<file path="src/rtl/cmsp_pkg.sv">
// Shared types, widths and constant tables of the color-mark static pixel classifier.
// No dependencies; every other file imports this package.
`default_nettype none

package cmsp_pkg;

  // Sample geometry
  localparam int unsigned CHANNELS  = 3;
  localparam int unsigned MAX_OLDER = 4;
  localparam int unsigned MAX_LANES = 5;

  // Arithmetic widths
  localparam int unsigned PIX_W   = 8;
  localparam int unsigned SUM_W   = 11;  // up to five 8-bit samples
  localparam int unsigned DEV_W   = 12;  // signed n*x - S
  localparam int unsigned SQ_W    = 21;  // squared deviation
  localparam int unsigned WT_W    = 33;  // squared deviation times lane weight
  localparam int unsigned ACC_W   = 38;  // sum over all lanes and channels
  localparam int unsigned SCALE_W = 18;  // n*n*7200
  localparam int unsigned BOUND_W = 26;  // static_limit * n*n*7200

  // Lane weights 3600/k^2, newest sample first
  localparam logic [11:0] LANE_WEIGHT [MAX_LANES] = '{
    12'd3600, 12'd900, 12'd400, 12'd225, 12'd144
  };

  // Pixel classes
  typedef enum logic [1:0] {
    CLS_GREEN  = 2'd0,
    CLS_RED    = 2'd1,
    CLS_STATIC = 2'd2,
    CLS_MOVING = 2'd3
  } cls_t;

  // Configuration register indexes
  typedef enum logic [1:0] {
    REG_WHITE  = 2'd0,
    REG_GREEN  = 2'd1,
    REG_RED    = 2'd2,
    REG_STATIC = 2'd3
  } reg_idx_t;

  // Side information that travels along the pipeline with each pixel
  typedef struct packed {
    logic               vld;
    logic               test;
    logic [PIX_W-1:0]   blue;
    logic [PIX_W-1:0]   green;
    logic [PIX_W-1:0]   red;
    cls_t               cls;
    logic [2:0]         n;
    logic [BOUND_W-1:0] bound;
  } side_t;

  // Final result of one pixel
  typedef struct packed {
    logic             vld;
    logic [PIX_W-1:0] blue;
    logic [PIX_W-1:0] green;
    logic [PIX_W-1:0] red;
    cls_t             cls;
  } res_t;

  // Right side scale of the static test: 2 * n * n * 3600
  function automatic logic [SCALE_W-1:0] bound_scale(logic [2:0] n);
    logic [SCALE_W-1:0] s;
    case (n)
      3'd1:    s = 18'd7200;
      3'd2:    s = 18'd28800;
      3'd3:    s = 18'd64800;
      3'd4:    s = 18'd115200;
      3'd5:    s = 18'd180000;
      default: s = '0;
    endcase
    return s;
  endfunction

endpackage

`default_nettype wire

</file>
<file path="src/rtl/cmsp_decide.sv">
// Stages 5 and 6: per-channel sums, total, static compare and result register.
// Depends on cmsp_pkg.
`default_nettype none

module cmsp_decide
  import cmsp_pkg::*;
#(
  parameter int unsigned WINDOW = 5
) (
  input  wire logic            clk,
  input  wire logic            rst_n,
  input  wire logic            en,
  input  wire logic [WT_W-1:0] wt_i [WINDOW][CHANNELS],
  input  wire side_t           side_i,
  output res_t                 res_o
);

  logic [ACC_W-1:0] csum_nxt [CHANNELS];
  logic [ACC_W-1:0] csum_r   [CHANNELS];
  logic [ACC_W-1:0] total;
  side_t            side5_r;
  res_t             res_nxt;
  res_t             res_r;

  // Sum lanes per channel, then total and compare
  always_comb begin
    for (int c = 0; c < CHANNELS; c++) begin
      csum_nxt[c] = '0;
      for (int i = 0; i < WINDOW; i++) begin
        csum_nxt[c] = csum_nxt[c] + ACC_W'(wt_i[i][c]);
      end
    end
    total = csum_r[0] + csum_r[1] + csum_r[2];

    res_nxt.vld   = side5_r.vld;
    res_nxt.blue  = side5_r.blue;
    res_nxt.green = side5_r.green;
    res_nxt.red   = side5_r.red;
    res_nxt.cls   = side5_r.cls;
    if (side5_r.test && (total < ACC_W'(side5_r.bound))) begin
      res_nxt.blue  = '1;
      res_nxt.green = '0;
      res_nxt.red   = '0;
      res_nxt.cls   = CLS_STATIC;
    end
  end

  // Advance valid bits
  always_ff @(posedge clk) begin
    if (!rst_n) begin
      side5_r.vld <= 1'b0;
      res_r.vld   <= 1'b0;
    end else if (en) begin
      side5_r.vld <= side_i.vld;
      res_r.vld   <= res_nxt.vld;
    end
  end

  // Advance payload
  always_ff @(posedge clk) begin
    if (en) begin
      side5_r.test  <= side_i.test;
      side5_r.blue  <= side_i.blue;
      side5_r.green <= side_i.green;
      side5_r.red   <= side_i.red;
      side5_r.cls   <= side_i.cls;
      side5_r.n     <= side_i.n;
      side5_r.bound <= side_i.bound;
      csum_r        <= csum_nxt;
      res_r.blue    <= res_nxt.blue;
      res_r.green   <= res_nxt.green;
      res_r.red     <= res_nxt.red;
      res_r.cls     <= res_nxt.cls;
    end
  end

  assign res_o = res_r;

endmodule

`default_nettype wire

</file>
<file path="config.mk">
export PLATFORM = sky130hd
export DESIGN_NAME = cmsp_decide
export DESIGN_NICKNAME = d
export VERILOG_FILES = /design/src/rtl/cmsp_pkg.sv /design/src/rtl/cmsp_decide.sv
export SDC_FILE = /design/constraint.sdc
export NUM_CORES = 1
export LEC_CHECK = 0
export ABC_AREA = 0
export BUFFER_PORTS_ARGS = -buffer_cell sky130_fd_sc_hd__buf_2
export CAP_MARGIN = 20
export CORE_AREA = 2 2 229 231
export CTS_CLUSTER_DIAMETER = 80
export DETAILED_ROUTE_END_ITERATION = 16
export DIE_AREA = 0 0 231 233
export PLACE_DENSITY = 0.66
export SLEW_MARGIN = 20
export SYNTH_ARGS = -nofsm -noshare
export SYNTH_HDL_FRONTEND = slang
export SYNTH_SLANG_ARGS = --single-unit
</file>
<file path="constraint.sdc">
create_clock -name clk -period 4.7 [get_ports clk]
set_clock_uncertainty 0.2 [all_clocks]
set_input_delay 0.705 -clock clk [delete_from_list [all_inputs] [get_ports clk]]
set_output_delay 0.705 -clock clk [all_outputs]
set_load 0.005 [all_outputs]
</file>
---- Yosys cells after proc, flatten, opt, wreduce, memory -nomap -nowiden ----
Cells that the tools add are included.
cells by class
  $add $sub $neg .......................... 14
  $lt $le $gt $ge ......................... 1
  reductions and logical operators ........ 1
operators with widths
  kind                                   count
  adder 36 x 33 -> 37 bit                3
  adder 35 x 33 -> 36 bit                3
  adder 34 x 33 -> 35 bit                3
  adder 33 x 33 -> 34 bit                3
  adder 38 bit                           2
  less-than comparator 38 x 26 -> 1 bit  1
  logical AND 1 bit                      1
storage, ports and cells
  bits in registers ....................... 195
  output and inout bits ................... 27
  logic and storage cells ................. 31

---- Logic depth before layout (Yosys ltp) ----
  depth in word-level cells ............... 4
  depth in mapped cells ................... 22
  depth with buffers taken out ............ 21

---- Worst setup path before layout ----
Ideal clock, no wire load.
  path kind ............................... flip-flop to flip-flop
  from .................................... register csum_r[4] (netlist bit)
  to ...................................... register res_r, in the netlist res_o[10], data pin
  library setup time ...................... 0.272 ns
  arrival time ............................ 4.560 ns
  slack ................................... -0.332 ns
  cell stages (with the launch flop) ...... 20
  buffers on the path ..................... 1
  clock period less this slack ............ 5.032 ns
  cell sequence ........................... edfxtp_1 -> fa_1 -> ha_1 -> o21ai_1 -> o21a_1 -> o32ai_1 -> o31a_1 -> o21a_1 -> nand3_1 -> o21ai_0 -> xnor2_1 -> ha_1 -> nor2b_1 -> o21ai_0 -> nand4_1 -> nor4_1 -> o2111ai_1 -> a2111oi_4 -> buf_2 -> a31oi_1
on the way
  longest elaborated chain between the ends .. 3
RTL lines
  item                                   RTL line           text
  start, declared                        cmsp_decide.sv:19  logic [ACC_W-1:0] csum_r [CHANNELS];
  start signal, assigned                 cmsp_decide.sv:69  csum_r <= csum_nxt;
  adder 38 bit                           cmsp_decide.sv:33  total = csum_r[0] + csum_r[1] + csum_r[2];
  less-than comparator 38 x 26 -> 1 bit  cmsp_decide.sv:40  if (side5_r.test && (total < ACC_W'(side5_r.bound))) begin
  logical AND 1 bit                      cmsp_decide.sv:40
  end, declared                          cmsp_decide.sv:23  res_t res_r;
No other way between the ends.
A chain may end at the register's enable or synchronous reset.

---- Worst setup path after layout ----
  from .................................... register csum_r[2] (netlist bit)
  to ...................................... register res_r, in the netlist res_o[8], data pin
The elaborated chain is that of the path after synthesis.

==> metrics.txt <==
Max stage delay on crit path 0.62 ns; pin count of the biggest net entering global routing 114; Synth Instances 1668; crit path cell chain fa_2 -> ha_4 -> a211oi_4 -> o21a_1 -> o32ai_4 -> o31a_1 -> o21a_1 -> nand3_2 -> o21ai_2 -> xnor2_1 -> buf_4 -> ha_4 -> nor2b_1 -> o21ai_1 -> nand4_1 -> nor4_2 -> buf_4 -> o2111ai_4 -> a2111oi_4 -> buf_6 -> buf_12 -> a31oi_1; crit-path leading delay family compound AO/OA/AOI/OAI gates; fin. max-slew vios 0; die outline height 233 µm; vias in the first global route 17250; drt wl/cell 17.3 µm; M1 wire length 21600 µm; Hold Buf Count CTS 0; core area 0.0511 mm²; crit path DAT 4.98 ns; slew at the pin with the worst max-slew slack 0.757 ns; critical path class flip-flop to flip-flop; worst hold stages 1; Mapped Area 0.0203 mm²; dpl hpwl 47600 µm; syn_area_per_cell 12.2 µm²; worst hold start side_i[54]; Crit. End Element flip-flop; Root Buffer clkbuf_16; Area Growth Syn to Fin 33.0%; crit path from csum_r[2]$_DFFE_PP_; clock latency on the worst-skew pair 0.49 ns; Synthesis Warnings 0; routed wire length 55100 µm; metal2 WL 29900 µm; Bufs and invs on worst path 4; 1st-iter DRT viols 694; Vias/cell 5.02; RR Startpoint csum_r[2]$_DFFE_PP_; initial antenna violation count 6; CP required 4.73 ns; Place WS -0.611 ns; clk buf depth 2; RSZ-0062 raised after global routing yes; die footprint 0.0538 mm²; post-layout min period 4.96 ns; Top Metal Used met5; EDFF count, synth 187; async set-or-reset flop fraction in the synthesized netlist 0; post-route ant nets 0; Slew headroom 0.496; CTS tree yes; Initial DRT Pass Iterations 5; Critical Path Fanout Max 7; WHS 0.180 ns; Yosys reg bits 189; port bufs 578; share of layout cells above drive strength 1 0.381; Hold WC Path Type primary input to flip-flop; clock-pin slew on the worst setup and hold paths 0.09 ns; Synth Flop Type edfxtp_1; I/O pins 582; GR Overflow Total 0; status finished with violations; htree depth 4; Reg2Reg Depth 22; worst setup margin -0.257 ns; fmax 202 MHz; Final #Nets 3540; sequential area share after synthesis 0.278; WL met3 2460 µm; failing checks negative setup slack; # rows 83; CTS buffer count 17; Crit-path slowest cell fa_2; Final Hold Fails 0; Die W 231 µm; All-Layer GR Usage 0.210; hold endpoint side5_r[54]$_DFFE_PP_; synth unique cells 73; Final Cycle Share 1.05; Placer Congestion 0.890; Starting Density 0.398; global-route wire length before repair 87100 µm; clk sinks 189; final setup violation count 26; Setup TNS Final -5.15 ns; reg2reg setup slack -0.26 ns; crit start category flip-flop; syn_nets 2722; reg-to-reg endpoint res_o[8]$_SDFFCE_PP0P_; max cap viols 0; # DRC 0; via count 15972
## repair_timing
action | 4_1_cts | 5_1_grt
resized for setup | 43 | 47
pin swaps | 15 | 39
endpoints found under the setup margin | 32 | 59
setup buffers | 8 | 3
cloned | 2 | 0
## how the worst max path moves through the flow
stage                               to  slack (ns)  cells after the start
3_5_place_dp      csum_r[33]$_DFFE_PP_       -0.61                     19
4_1_cts         res_o[6]$_SDFFCE_PP0P_       -0.35                     23
3_3_place_gp      csum_r[71]$_DFFE_PP_       -0.56                     18
5_1_grt        res_o[15]$_SDFFCE_PP0P_       -0.49                     20
2_1_floorplan     csum_r[69]$_DFFE_PP_       -0.16                     17
6_report        res_o[8]$_SDFFCE_PP0P_       -0.26                     22
## registers in the layout (all words and copies together), names as in the netlist
signal   cells
csum_r     108
res_nxt      1
res_o       27
side5_r     53
## final cells by class
| class | instances | area, µm² |
|---|---|---|
| tap | 680 | 851 |
| fill | 4626 | 24100 |
| clock buffer | 17 | 425 |
| multi-input combinational | 1347 | 14600 |
| inverter | 112 | 423 |
| timing repair buffer | 819 | 4800 |
| clock inverter | 15 | 213 |
| sequential | 189 | 5660 |
| antenna | 3 | 7.51 |
## cell usage after synthesis (17+ instances only)
cell type / instances / area share
nor2_1: 81 / 0.015
nand4_1: 18 / 0.0055
edfxtp_1: 187 / 0.28
nand3_1: 21 / 0.0052
xnor2_1: 87 / 0.038
nor2b_1: 19 / 0.0059
fa_1: 331 / 0.33
a21oi_1: 112 / 0.028
inv_1: 112 / 0.021
a31oi_1: 28 / 0.0086
o21ai_0: 71 / 0.017
nand2_1: 64 / 0.012
o21a_1: 17 / 0.0063
nand2b_1: 20 / 0.0062
ha_1: 168 / 0.10
xor2_1: 22 / 0.0095
a21o_1: 67 / 0.025
nor3_1: 29 / 0.0071
## cells by family (layout without fill, tap and decap cells)
group / Yosys count / in the layout / synth area share
adders and majority gates: 499 / 499 / 0.430
AOI/OAI and AO/OA: 431 / 431 / 0.144
and+or+nand+nor: 304 / 304 / 0.0739
DFF: 189 / 189 / 0.278
buffers and inverters: 132 / 963 / 0.0252
xor gates and xnor gates: 109 / 109 / 0.0470
muxes: 4 / 4 / 0.00197
other: 0 / 3 / 0
## layout by cell type (no fill, tap or decap), types with 6 or more instances in the layout
master / count
nor2_1: 79
inv_1: 107
xor2_1: 22
a31o_2: 10
o21a_1: 17
buf_2: 574
o211ai_1: 14
nor2b_1: 18
nand3_1: 20
buf_4: 233
a211o_1: 11
nand4_1: 18
xnor2_1: 86
a21o_1: 66
o21bai_1: 16
nand2b_1: 19
a31oi_1: 24
buf_6: 6
a21oi_1: 104
ha_1: 158
ha_4: 7
clkbuf_16: 17
nor3_1: 25
and3_1: 15
nand2_1: 64
and2_1: 10
fa_1: 325
o21ai_1: 11
o21ai_0: 57
edfxtp_1: 187
or3_1: 6
fa_2: 6
a21oi_2: 7
a211oi_1: 11
## per-layer routing
| metal | global-route usage | vias to the layer above |
|---|---|---|
| met5 | 0 | - |
| met4 | 0.0579 | 2 |
| met2 | 0.393 | 412 |
| met1 | 0.247 | 7818 |
| met3 | 0.0338 | 63 |
| li1 | - | 7677 |
## per-stage QoR
step / utilization / instance area [µm²] / std cells
after floorplan: - / 20400 / 1668
after global placement: 0.506 / 25900 / 3136
after detailed placement: 0.506 / 25900 / 3136
after CTS: 0.526 / 26900 / 3178
after global routing: 0.529 / 27000 / 3181
final: 0.529 / 27000 / 3182
## worst register-to-register path, cell delays in order (launching register included)
cell	delay, ns
edfxtp_1	0.42
fa_2	0.62
ha_4	0.22
a211oi_4	0.28
o21a_1	0.21
o32ai_4	0.10
o31a_1	0.33
o21a_1	0.21
nand3_2	0.10
o21ai_2	0.06
xnor2_1	0.12
buf_4	0.15
ha_4	0.21
nor2b_1	0.12
o21ai_1	0.12
nand4_1	0.11
nor4_2	0.17
buf_4	0.17
o2111ai_4	0.13
a2111oi_4	0.23
buf_6	0.18
buf_12	0.15
a31oi_1	0.10
Power is not shown: default switching activity piles up to over one toggle a cycle in this logic, so the estimate is an artifact.
