### src/rtl/cmsp_pkg.sv
// Shared types, widths and constant tables of the color-mark static pixel classifier.
// No dependencies; every other file imports this package.
`default_nettype none

package cmsp_pkg;

  // Sample geometry
  localparam int unsigned CHANNELS  = 3;
  localparam int unsigned MAX_OLDER = 4;
  localparam int unsigned MAX_LANES = 5;

  // Arithmetic widths
  localparam int unsigned PIX_W   = 8;
  localparam int unsigned SUM_W   = 11;  // up to five 8-bit samples
  localparam int unsigned DEV_W   = 12;  // signed n*x - S
  localparam int unsigned SQ_W    = 21;  // squared deviation
  localparam int unsigned WT_W    = 33;  // squared deviation times lane weight
  localparam int unsigned ACC_W   = 38;  // sum over all lanes and channels
  localparam int unsigned SCALE_W = 18;  // n*n*7200
  localparam int unsigned BOUND_W = 26;  // static_limit * n*n*7200

  // Lane weights 3600/k^2, newest sample first
  localparam logic [11:0] LANE_WEIGHT [MAX_LANES] = '{
    12'd3600, 12'd900, 12'd400, 12'd225, 12'd144
  };

  // Pixel classes
  typedef enum logic [1:0] {
    CLS_GREEN  = 2'd0,
    CLS_RED    = 2'd1,
    CLS_STATIC = 2'd2,
    CLS_MOVING = 2'd3
  } cls_t;

  // Configuration register indexes
  typedef enum logic [1:0] {
    REG_WHITE  = 2'd0,
    REG_GREEN  = 2'd1,
    REG_RED    = 2'd2,
    REG_STATIC = 2'd3
  } reg_idx_t;

  // Side information that travels along the pipeline with each pixel
  typedef struct packed {
    logic               vld;
    logic               test;
    logic [PIX_W-1:0]   blue;
    logic [PIX_W-1:0]   green;
    logic [PIX_W-1:0]   red;
    cls_t               cls;
    logic [2:0]         n;
    logic [BOUND_W-1:0] bound;
  } side_t;

  // Final result of one pixel
  typedef struct packed {
    logic             vld;
    logic [PIX_W-1:0] blue;
    logic [PIX_W-1:0] green;
    logic [PIX_W-1:0] red;
    cls_t             cls;
  } res_t;

  // Right side scale of the static test: 2 * n * n * 3600
  function automatic logic [SCALE_W-1:0] bound_scale(logic [2:0] n);
    logic [SCALE_W-1:0] s;
    case (n)
      3'd1:    s = 18'd7200;
      3'd2:    s = 18'd28800;
      3'd3:    s = 18'd64800;
      3'd4:    s = 18'd115200;
      3'd5:    s = 18'd180000;
      default: s = '0;
    endcase
    return s;
  endfunction

endpackage

`default_nettype wire

### src/rtl/cmsp_front.sv
// Stage 1: color marking, class pre-decision, window sums and static bound.
// Depends on cmsp_pkg.
`default_nettype none

module cmsp_front
  import cmsp_pkg::*;
#(
  parameter int unsigned WINDOW = 5
) (
  input  wire logic             clk,
  input  wire logic             rst_n,
  input  wire logic             en,
  input  wire logic             in_valid,
  input  wire logic [PIX_W-1:0] cur_blue,
  input  wire logic [PIX_W-1:0] cur_green,
  input  wire logic [PIX_W-1:0] cur_red,
  input  wire logic [23:0]      older [MAX_OLDER],
  input  wire logic [2:0]       window_count,
  input  wire logic [PIX_W-1:0] white_level,
  input  wire logic [PIX_W-1:0] green_level,
  input  wire logic [PIX_W-1:0] red_level,
  input  wire logic [PIX_W-1:0] static_limit,
  output logic [PIX_W-1:0]      smp_o  [WINDOW][CHANNELS],
  output logic                  mask_o [WINDOW],
  output logic [SUM_W-1:0]      sum_o  [CHANNELS],
  output side_t                 side_o
);

  logic [PIX_W-1:0] lane_smp [WINDOW][CHANNELS];
  logic [PIX_W-1:0] smp_r    [WINDOW][CHANNELS];
  logic             mask_nxt [WINDOW];
  logic             mask_r   [WINDOW];
  logic [SUM_W-1:0] sum_nxt  [CHANNELS];
  logic [SUM_W-1:0] sum_r    [CHANNELS];
  side_t            side_nxt;
  side_t            side_r;
  logic [2:0]       n_sat;
  logic             white;

  // Unpack lanes: lane 0 is the current pixel, lane i the i-th older frame
  for (genvar i = 0; i < WINDOW; i++) begin : g_lane
    if (i == 0) begin : g_cur
      assign lane_smp[i][0] = cur_blue;
      assign lane_smp[i][1] = cur_green;
      assign lane_smp[i][2] = cur_red;
    end else begin : g_old
      assign lane_smp[i][0] = older[i-1][7:0];
      assign lane_smp[i][1] = older[i-1][15:8];
      assign lane_smp[i][2] = older[i-1][23:16];
    end
  end

  // Mark colors, pick class, build window mask, sums and bound
  always_comb begin
    white = (cur_blue > white_level) && (cur_green > white_level) &&
            (cur_red > white_level);
    n_sat = (window_count > 3'(WINDOW)) ? 3'(WINDOW) : window_count;

    side_nxt.vld   = in_valid;
    side_nxt.blue  = cur_blue;
    side_nxt.green = cur_green;
    side_nxt.red   = cur_red;
    if (!white) begin
      if (cur_green > green_level) begin
        side_nxt.blue  = '0;
        side_nxt.green = '1;
        side_nxt.red   = '0;
      end else if (cur_red > red_level) begin
        side_nxt.blue  = '0;
        side_nxt.green = '0;
        side_nxt.red   = '1;
      end
    end

    // Pure green or pure red passes, marked or raw
    if (side_nxt.blue == '0 && side_nxt.green == '1 && side_nxt.red == '0) begin
      side_nxt.cls = CLS_GREEN;
    end else if (side_nxt.blue == '0 && side_nxt.green == '0 &&
                 side_nxt.red == '1) begin
      side_nxt.cls = CLS_RED;
    end else begin
      side_nxt.cls = CLS_MOVING;
    end
    side_nxt.test  = (side_nxt.cls == CLS_MOVING) && (window_count >= 3'd2);
    side_nxt.n     = n_sat;
    side_nxt.bound = BOUND_W'(static_limit) * BOUND_W'(bound_scale(n_sat));

    for (int i = 0; i < WINDOW; i++) begin
      mask_nxt[i] = (3'(i) < n_sat);
    end
    for (int c = 0; c < CHANNELS; c++) begin
      sum_nxt[c] = '0;
      for (int i = 0; i < WINDOW; i++) begin
        if (mask_nxt[i]) begin
          sum_nxt[c] = sum_nxt[c] + SUM_W'(lane_smp[i][c]);
        end
      end
    end
  end

  // Advance valid
  always_ff @(posedge clk) begin
    if (!rst_n) begin
      side_r.vld <= 1'b0;
    end else if (en) begin
      side_r.vld <= side_nxt.vld;
    end
  end

  // Advance payload
  always_ff @(posedge clk) begin
    if (en) begin
      side_r.test  <= side_nxt.test;
      side_r.blue  <= side_nxt.blue;
      side_r.green <= side_nxt.green;
      side_r.red   <= side_nxt.red;
      side_r.cls   <= side_nxt.cls;
      side_r.n     <= side_nxt.n;
      side_r.bound <= side_nxt.bound;
      smp_r        <= lane_smp;
      mask_r       <= mask_nxt;
      sum_r        <= sum_nxt;
    end
  end

  assign smp_o  = smp_r;
  assign mask_o = mask_r;
  assign sum_o  = sum_r;
  assign side_o = side_r;

endmodule

`default_nettype wire

### config.mk
export PLATFORM = sky130hd
export DESIGN_NAME = cmsp_front
export DESIGN_NICKNAME = d
export VERILOG_FILES = /design/src/rtl/cmsp_pkg.sv /design/src/rtl/cmsp_front.sv
export SDC_FILE = /design/constraint.sdc
export NUM_CORES = 1
export LEC_CHECK = 0
export ABC_AREA = 1
export ABC_CLOCK_PERIOD_IN_PS = 10500
export BUFFER_PORTS_ARGS = -buffer_cell sky130_fd_sc_hd__buf_2
export CORE_MARGIN = 2
export CORE_UTILIZATION = 45
export CTS_BUF_LIST = sky130_fd_sc_hd__clkbuf_4
export DETAILED_ROUTE_END_ITERATION = 8
export PLACE_DENSITY = 0.72
export SLEW_MARGIN = 5
export SYNTH_ARGS = -nofsm -noshare
export SYNTH_HDL_FRONTEND = slang
export SYNTH_SLANG_ARGS = --single-unit
### constraint.sdc
create_clock -name clk -period 10.5 [get_ports clk]
set_input_delay 0.525 -clock clk [delete_from_list [all_inputs] [get_ports clk]]
set_output_delay 0.525 -clock clk [all_outputs]
set_load 0.02 [all_outputs]
# Word level (Yosys, flattened, before mapping)
# Cells that the tools add are included.
# totals
elab_cells	96
ff_bits	215
out_inout_bits	215
# classes
n_mul	1
order_cmp	12
n_addsub	12
reduce_logical	10
n_eq_ne	8
muxes	22
# ops
cell	n
11-bit by 8-bit adder with 11-bit output	12
11-bit 2-to-1 mux	12
18-bit case mux with 5 select lines	1
24-bit 2-to-1 mux	3
8-bit > comparator	5
8-bit by 18-bit multiplier with 26-bit output	1
8-bit zero test	3
8-bit 2-to-1 mux	3
8-bit == test, second input constant	2
1-bit logical AND	7
3-bit by 2-bit == test with 1-bit output, second input constant	2
3-bit == test, second input constant	2
1-bit by 3-bit < comparator with 1-bit output, first input constant	2
2-bit by 3-bit < comparator with 1-bit output, first input constant	2
2-bit 2-to-1 mux	2
3-bit by 1-bit == test with 1-bit output, second input constant	1
3-bit by 2-bit greater-or-equal comparator with 1-bit output, second input constant	1
3-bit > comparator, second input constant	1
3-bit < comparator, first input constant	1
3-bit 2-to-1 mux	1
2-bit == test, second input constant	1

# Depth between registers and ports, before layout
# logic_depth
word_depth	12
ltp_mapped	43

# Worst setup path after synthesis
# Ideal clock, no wire load.
# synth_path
path_kind	input -> register
startpoint	in window_count[1]
endpoint	reg sum_r (netlist bit sum_o[10]) (data pin)
slack_ps	4846
setup_time_ps	258
cell_stages	30
arrival_time_ps	5397
cell_sequence	inv_2 nand2_8 nor2_8 buf_6 buf_6 nor2_1 ha_1 inv_1 fa_1 o21ai_1 inv_1 fa_1 o21ai_0 a21oi_1 o21bai_1 a21oi_1 o21ai_0 nand2_1 ha_1 inv_1 o311ai_0 xor2_1 nand2_1 and2_1 ha_1 a21boi_0 o21ai_0 nor2_1 nand2_1 o21ai_1
# synth_lines
item	line	rtl
from (decl)	cmsp_front.sv:18	input wire logic [2:0] window_count,
to (signal assigned)	cmsp_front.sv:122	sum_r <= sum_nxt;
to (decl)	cmsp_front.sv:34	logic [SUM_W-1:0] sum_r [CHANNELS];

==> metrics.cfg <==
[status]
status=complete, no violations

[global_route]
grt_use_met3_pct=5.66
antenna_found_initial=3
track_usage_pct=25.6
top_usage_layer=met2
met1_usage_pct=33.3
grt-ovfl-total=0
use_met2_pct=42.0
grt_pass1_vias=14799
grt_pass1_wl_um=76600
grt_max_degree=79

[min_path]
hp-class=in2reg

[clocking]
clk_latency_ps=790
cts-htree-levels=2
cts.clk_slew.worst_paths_ps=70
clock-sinks=209
root_buffer=clkbuf_4
cts_tree=done
cts_made_buffers=57
clockBufferDepth=3
cts_resized=0

[synth]
yosysTopAreaCell=edfxtp_1
synthCells=1911
synth-compound-area-share_pct=9.93
yosysWarnings=0
ys_top_cells_by_area=edfxtp_1 38%, ha_1 13%, nand2_1 10%
synth_seq_cells=209
synthArstFlopShare_pct=0
synth-simple-area-share_pct=19.5
synthMuxAreaShare_pct=0
yosys.area_share.adder_pct=21.7
synth-main-ff-cell=edfxtp_1
syn_avg_cell_area_um2=8.70
seq_area_frac_synth_pct=37.7
synth_cell_types=55
synth_top_family_by_area=adder cells
synth_xor_area_share_pct=2.69
synth_edf_count=208
syn-cell-area_mm2=0.0166
synth_top_area_share_pct=37.6

[worst_setup_path]
worst-path-max-fanout=41
cp_common_cell=inv_1
critPathSlowestCell=fa_1
arrival_ps=6960
worst_setup_path_start_kind=input port
critical_path_class=in2reg
cp-end-kind=flop
cpPeakStageDelay_ps=470
worstPathRequired_ps=11060

[drt]
first_iter_violations=941
wl_um=49400
wl_per_cell_um=16.9
vias=15012
final_antenna_net_count=0
drt_first_pass_iters=5
via_per_inst=5.12
remaining_drc_errors=0

[finish]
nNetsFinal=2831
area_growth_pct=25.0
final_cell_count_no_fill=2932
drive_above_1_share_pct=20.8
final_util_pct=56.9
register_area_mm2=0.00627
n_fill_cell=3259
multi_input_area_mm2=0.00897

[place]
numPortBuffers=368
gp_congestion=0.949
dp.final_hpwl_um=38000
dpl.cell_count=2717

[die]
initial_core_util_pct=45.5
io_pins=374
die_h_um=196
die_w_um=196
die-area_mm2=0.0385
std_cell_rows=70
core_mm2=0.0365

[timing]
period_minus_slack_ps=6400
slew_headroom_pct=35.4
setup_viol=0
drv_slew=0
period_share_pct=60.9
clock_skew_ps=0
timing.setup.tns_ps=0
fin_hold_ws_ps=92.4
worst_pin_slew_ps=968
max_freq_ghz=0.156
finalHoldViolCount=0
rsz0062_at_grt=no

[power_and_ir_drop]
vdd_ir_drop_max_uv=116
p_per_area_mw_per_mm2=172
power_mw=3.58
leakage_nw=10.5

[flow_run]
maxCapViolCount=0

==> sequential cells by signal, summed over array words and instances, names as in the netlist <==
name    cells
smp_o     120
side_o     51
sum_o      33
mask_o      5
==> synth_stat cells, drive strengths merged, types with 2 or more instances <==
library cell  number
clkbuf             6
xnor2             15
o21a               3
a31oi             11
a21o               7
o21ai            109
fa                71
edfxtp           208
nand3b             6
inv              314
nand3             89
nand2            473
or2                3
ha               175
a21oi            121
a21boi             3
buf               36
o311ai             4
o211ai             5
o41ai              4
nand4             31
o221ai             2
xor2              36
nor3              13
and2              13
nor4               2
a211oi             2
nor2             132
o21bai             9
==> where the power goes <==
| group | internal [mW] | total, mW | switching [mW] |
|---|---|---|---|
| Clock | 0.345 | 0.710 | 0.365 |
| Sequential | 1.09 | 1.12 | 0.0317 |
| Combinational | 0.641 | 1.75 | 1.11 |
==> layout by cell type (no fill, tap or decap), types with 4 or more instances in the layout <==
| cell | synthesis | routed |
|---|---|---|
| nand3b_1 | 6 | 6 |
| xnor2_1 | 15 | 15 |
| nand3_1 | 87 | 87 |
| o21ai_0 | 65 | 65 |
| dlygate4sd3_1 | 0 | 118 |
| o21ai_1 | 28 | 28 |
| buf_2 | 12 | 367 |
| clkinv_2 | 0 | 4 |
| inv_1 | 308 | 308 |
| and2_1 | 13 | 13 |
| a21o_1 | 7 | 7 |
| ha_1 | 175 | 175 |
| edfxtp_1 | 208 | 208 |
| clkinv_1 | 0 | 9 |
| clkbuf_4 | 0 | 79 |
| buf_4 | 8 | 8 |
| fa_1 | 71 | 71 |
| o41ai_1 | 4 | 4 |
| conb_1 | 1 | 5 |
| o311ai_0 | 4 | 4 |
| xor2_1 | 36 | 36 |
| a31oi_1 | 11 | 11 |
| o21bai_1 | 9 | 9 |
| inv_2 | 5 | 5 |
| o21ai_2 | 16 | 16 |
| nand2_1 | 463 | 462 |
| nor2_1 | 126 | 126 |
| nand2_2 | 8 | 9 |
| nand4_1 | 30 | 30 |
| o211ai_1 | 4 | 4 |
| a21oi_1 | 120 | 120 |
| nor3_1 | 13 | 13 |
==> final timing paths <==
path	start	end	slack (ps)	depth (start not counted)
worst max-delay path	window_count[2]	sum_o[9]	4100	31
worst min-delay path	older[49]	smp_o[65]	90	1
worst max register to register	side_o[56]	side_o[56]	9280	3
worst min register to register	side_o[56]	side_o[56]	1100	3
==> worst max-delay path, delay by kind of cell <==
family | cells | cell delay, ps
xor+xnor | 1 | 160
fa+ha+maj | 5 | 1860
compound gates | 7 | 1690
buf+inv | 8 | 1160
simple gates | 10 | 1480
==> logic make-up (layout without fill, tap and decap cells) <==
group	Yosys count	count (layout)
AOI/OAI and AO/OA	285	285
xor gates and xnor gates	51	51
adders and majority gates	246	246
buffers and inverters	356	902
DFF	209	209
other	1	8
and+or+nand+nor	763	763
==> layout make-up <==
type | instances | share of cell area, %
Inverter | 314 | 5.69
Clock buffer | 79 | 2.86
Timing Repair Buffer | 494 | 14.9
Clock inverter | 15 | 0.343
Antenna cell | 3 | 0.0361
Tap cell | 468 | 2.82
Sequential cell | 209 | 30.2
Multi-Input combinational cell | 1350 | 43.2
==> per-layer routing <==
layer	share of wire, %	vias up
met5	0.022	-
met2	46	588
met1	43	6904
li1	-	7410
met4	3.0	2
met3	7.6	108
==> per-stage QoR <==
step | setup WS [ps] | area, um2
6_report | 4100 | 20800
5_1_grt | 3560 | 20800
4_1_cts | 4260 | 20800
3_5_place_dp | 3380 | 18900
3_3_place_gp | 3610 | 18900
2_1_floorplan | 4850 | 16600
==> repair_timing <==
item	4_1_cts	5_1_grt
hold buffers	118	0
endpoints found under the hold margin	117	0
buffers inserted	0	0
No activity file was read; power rests on OpenSTA's default activity.
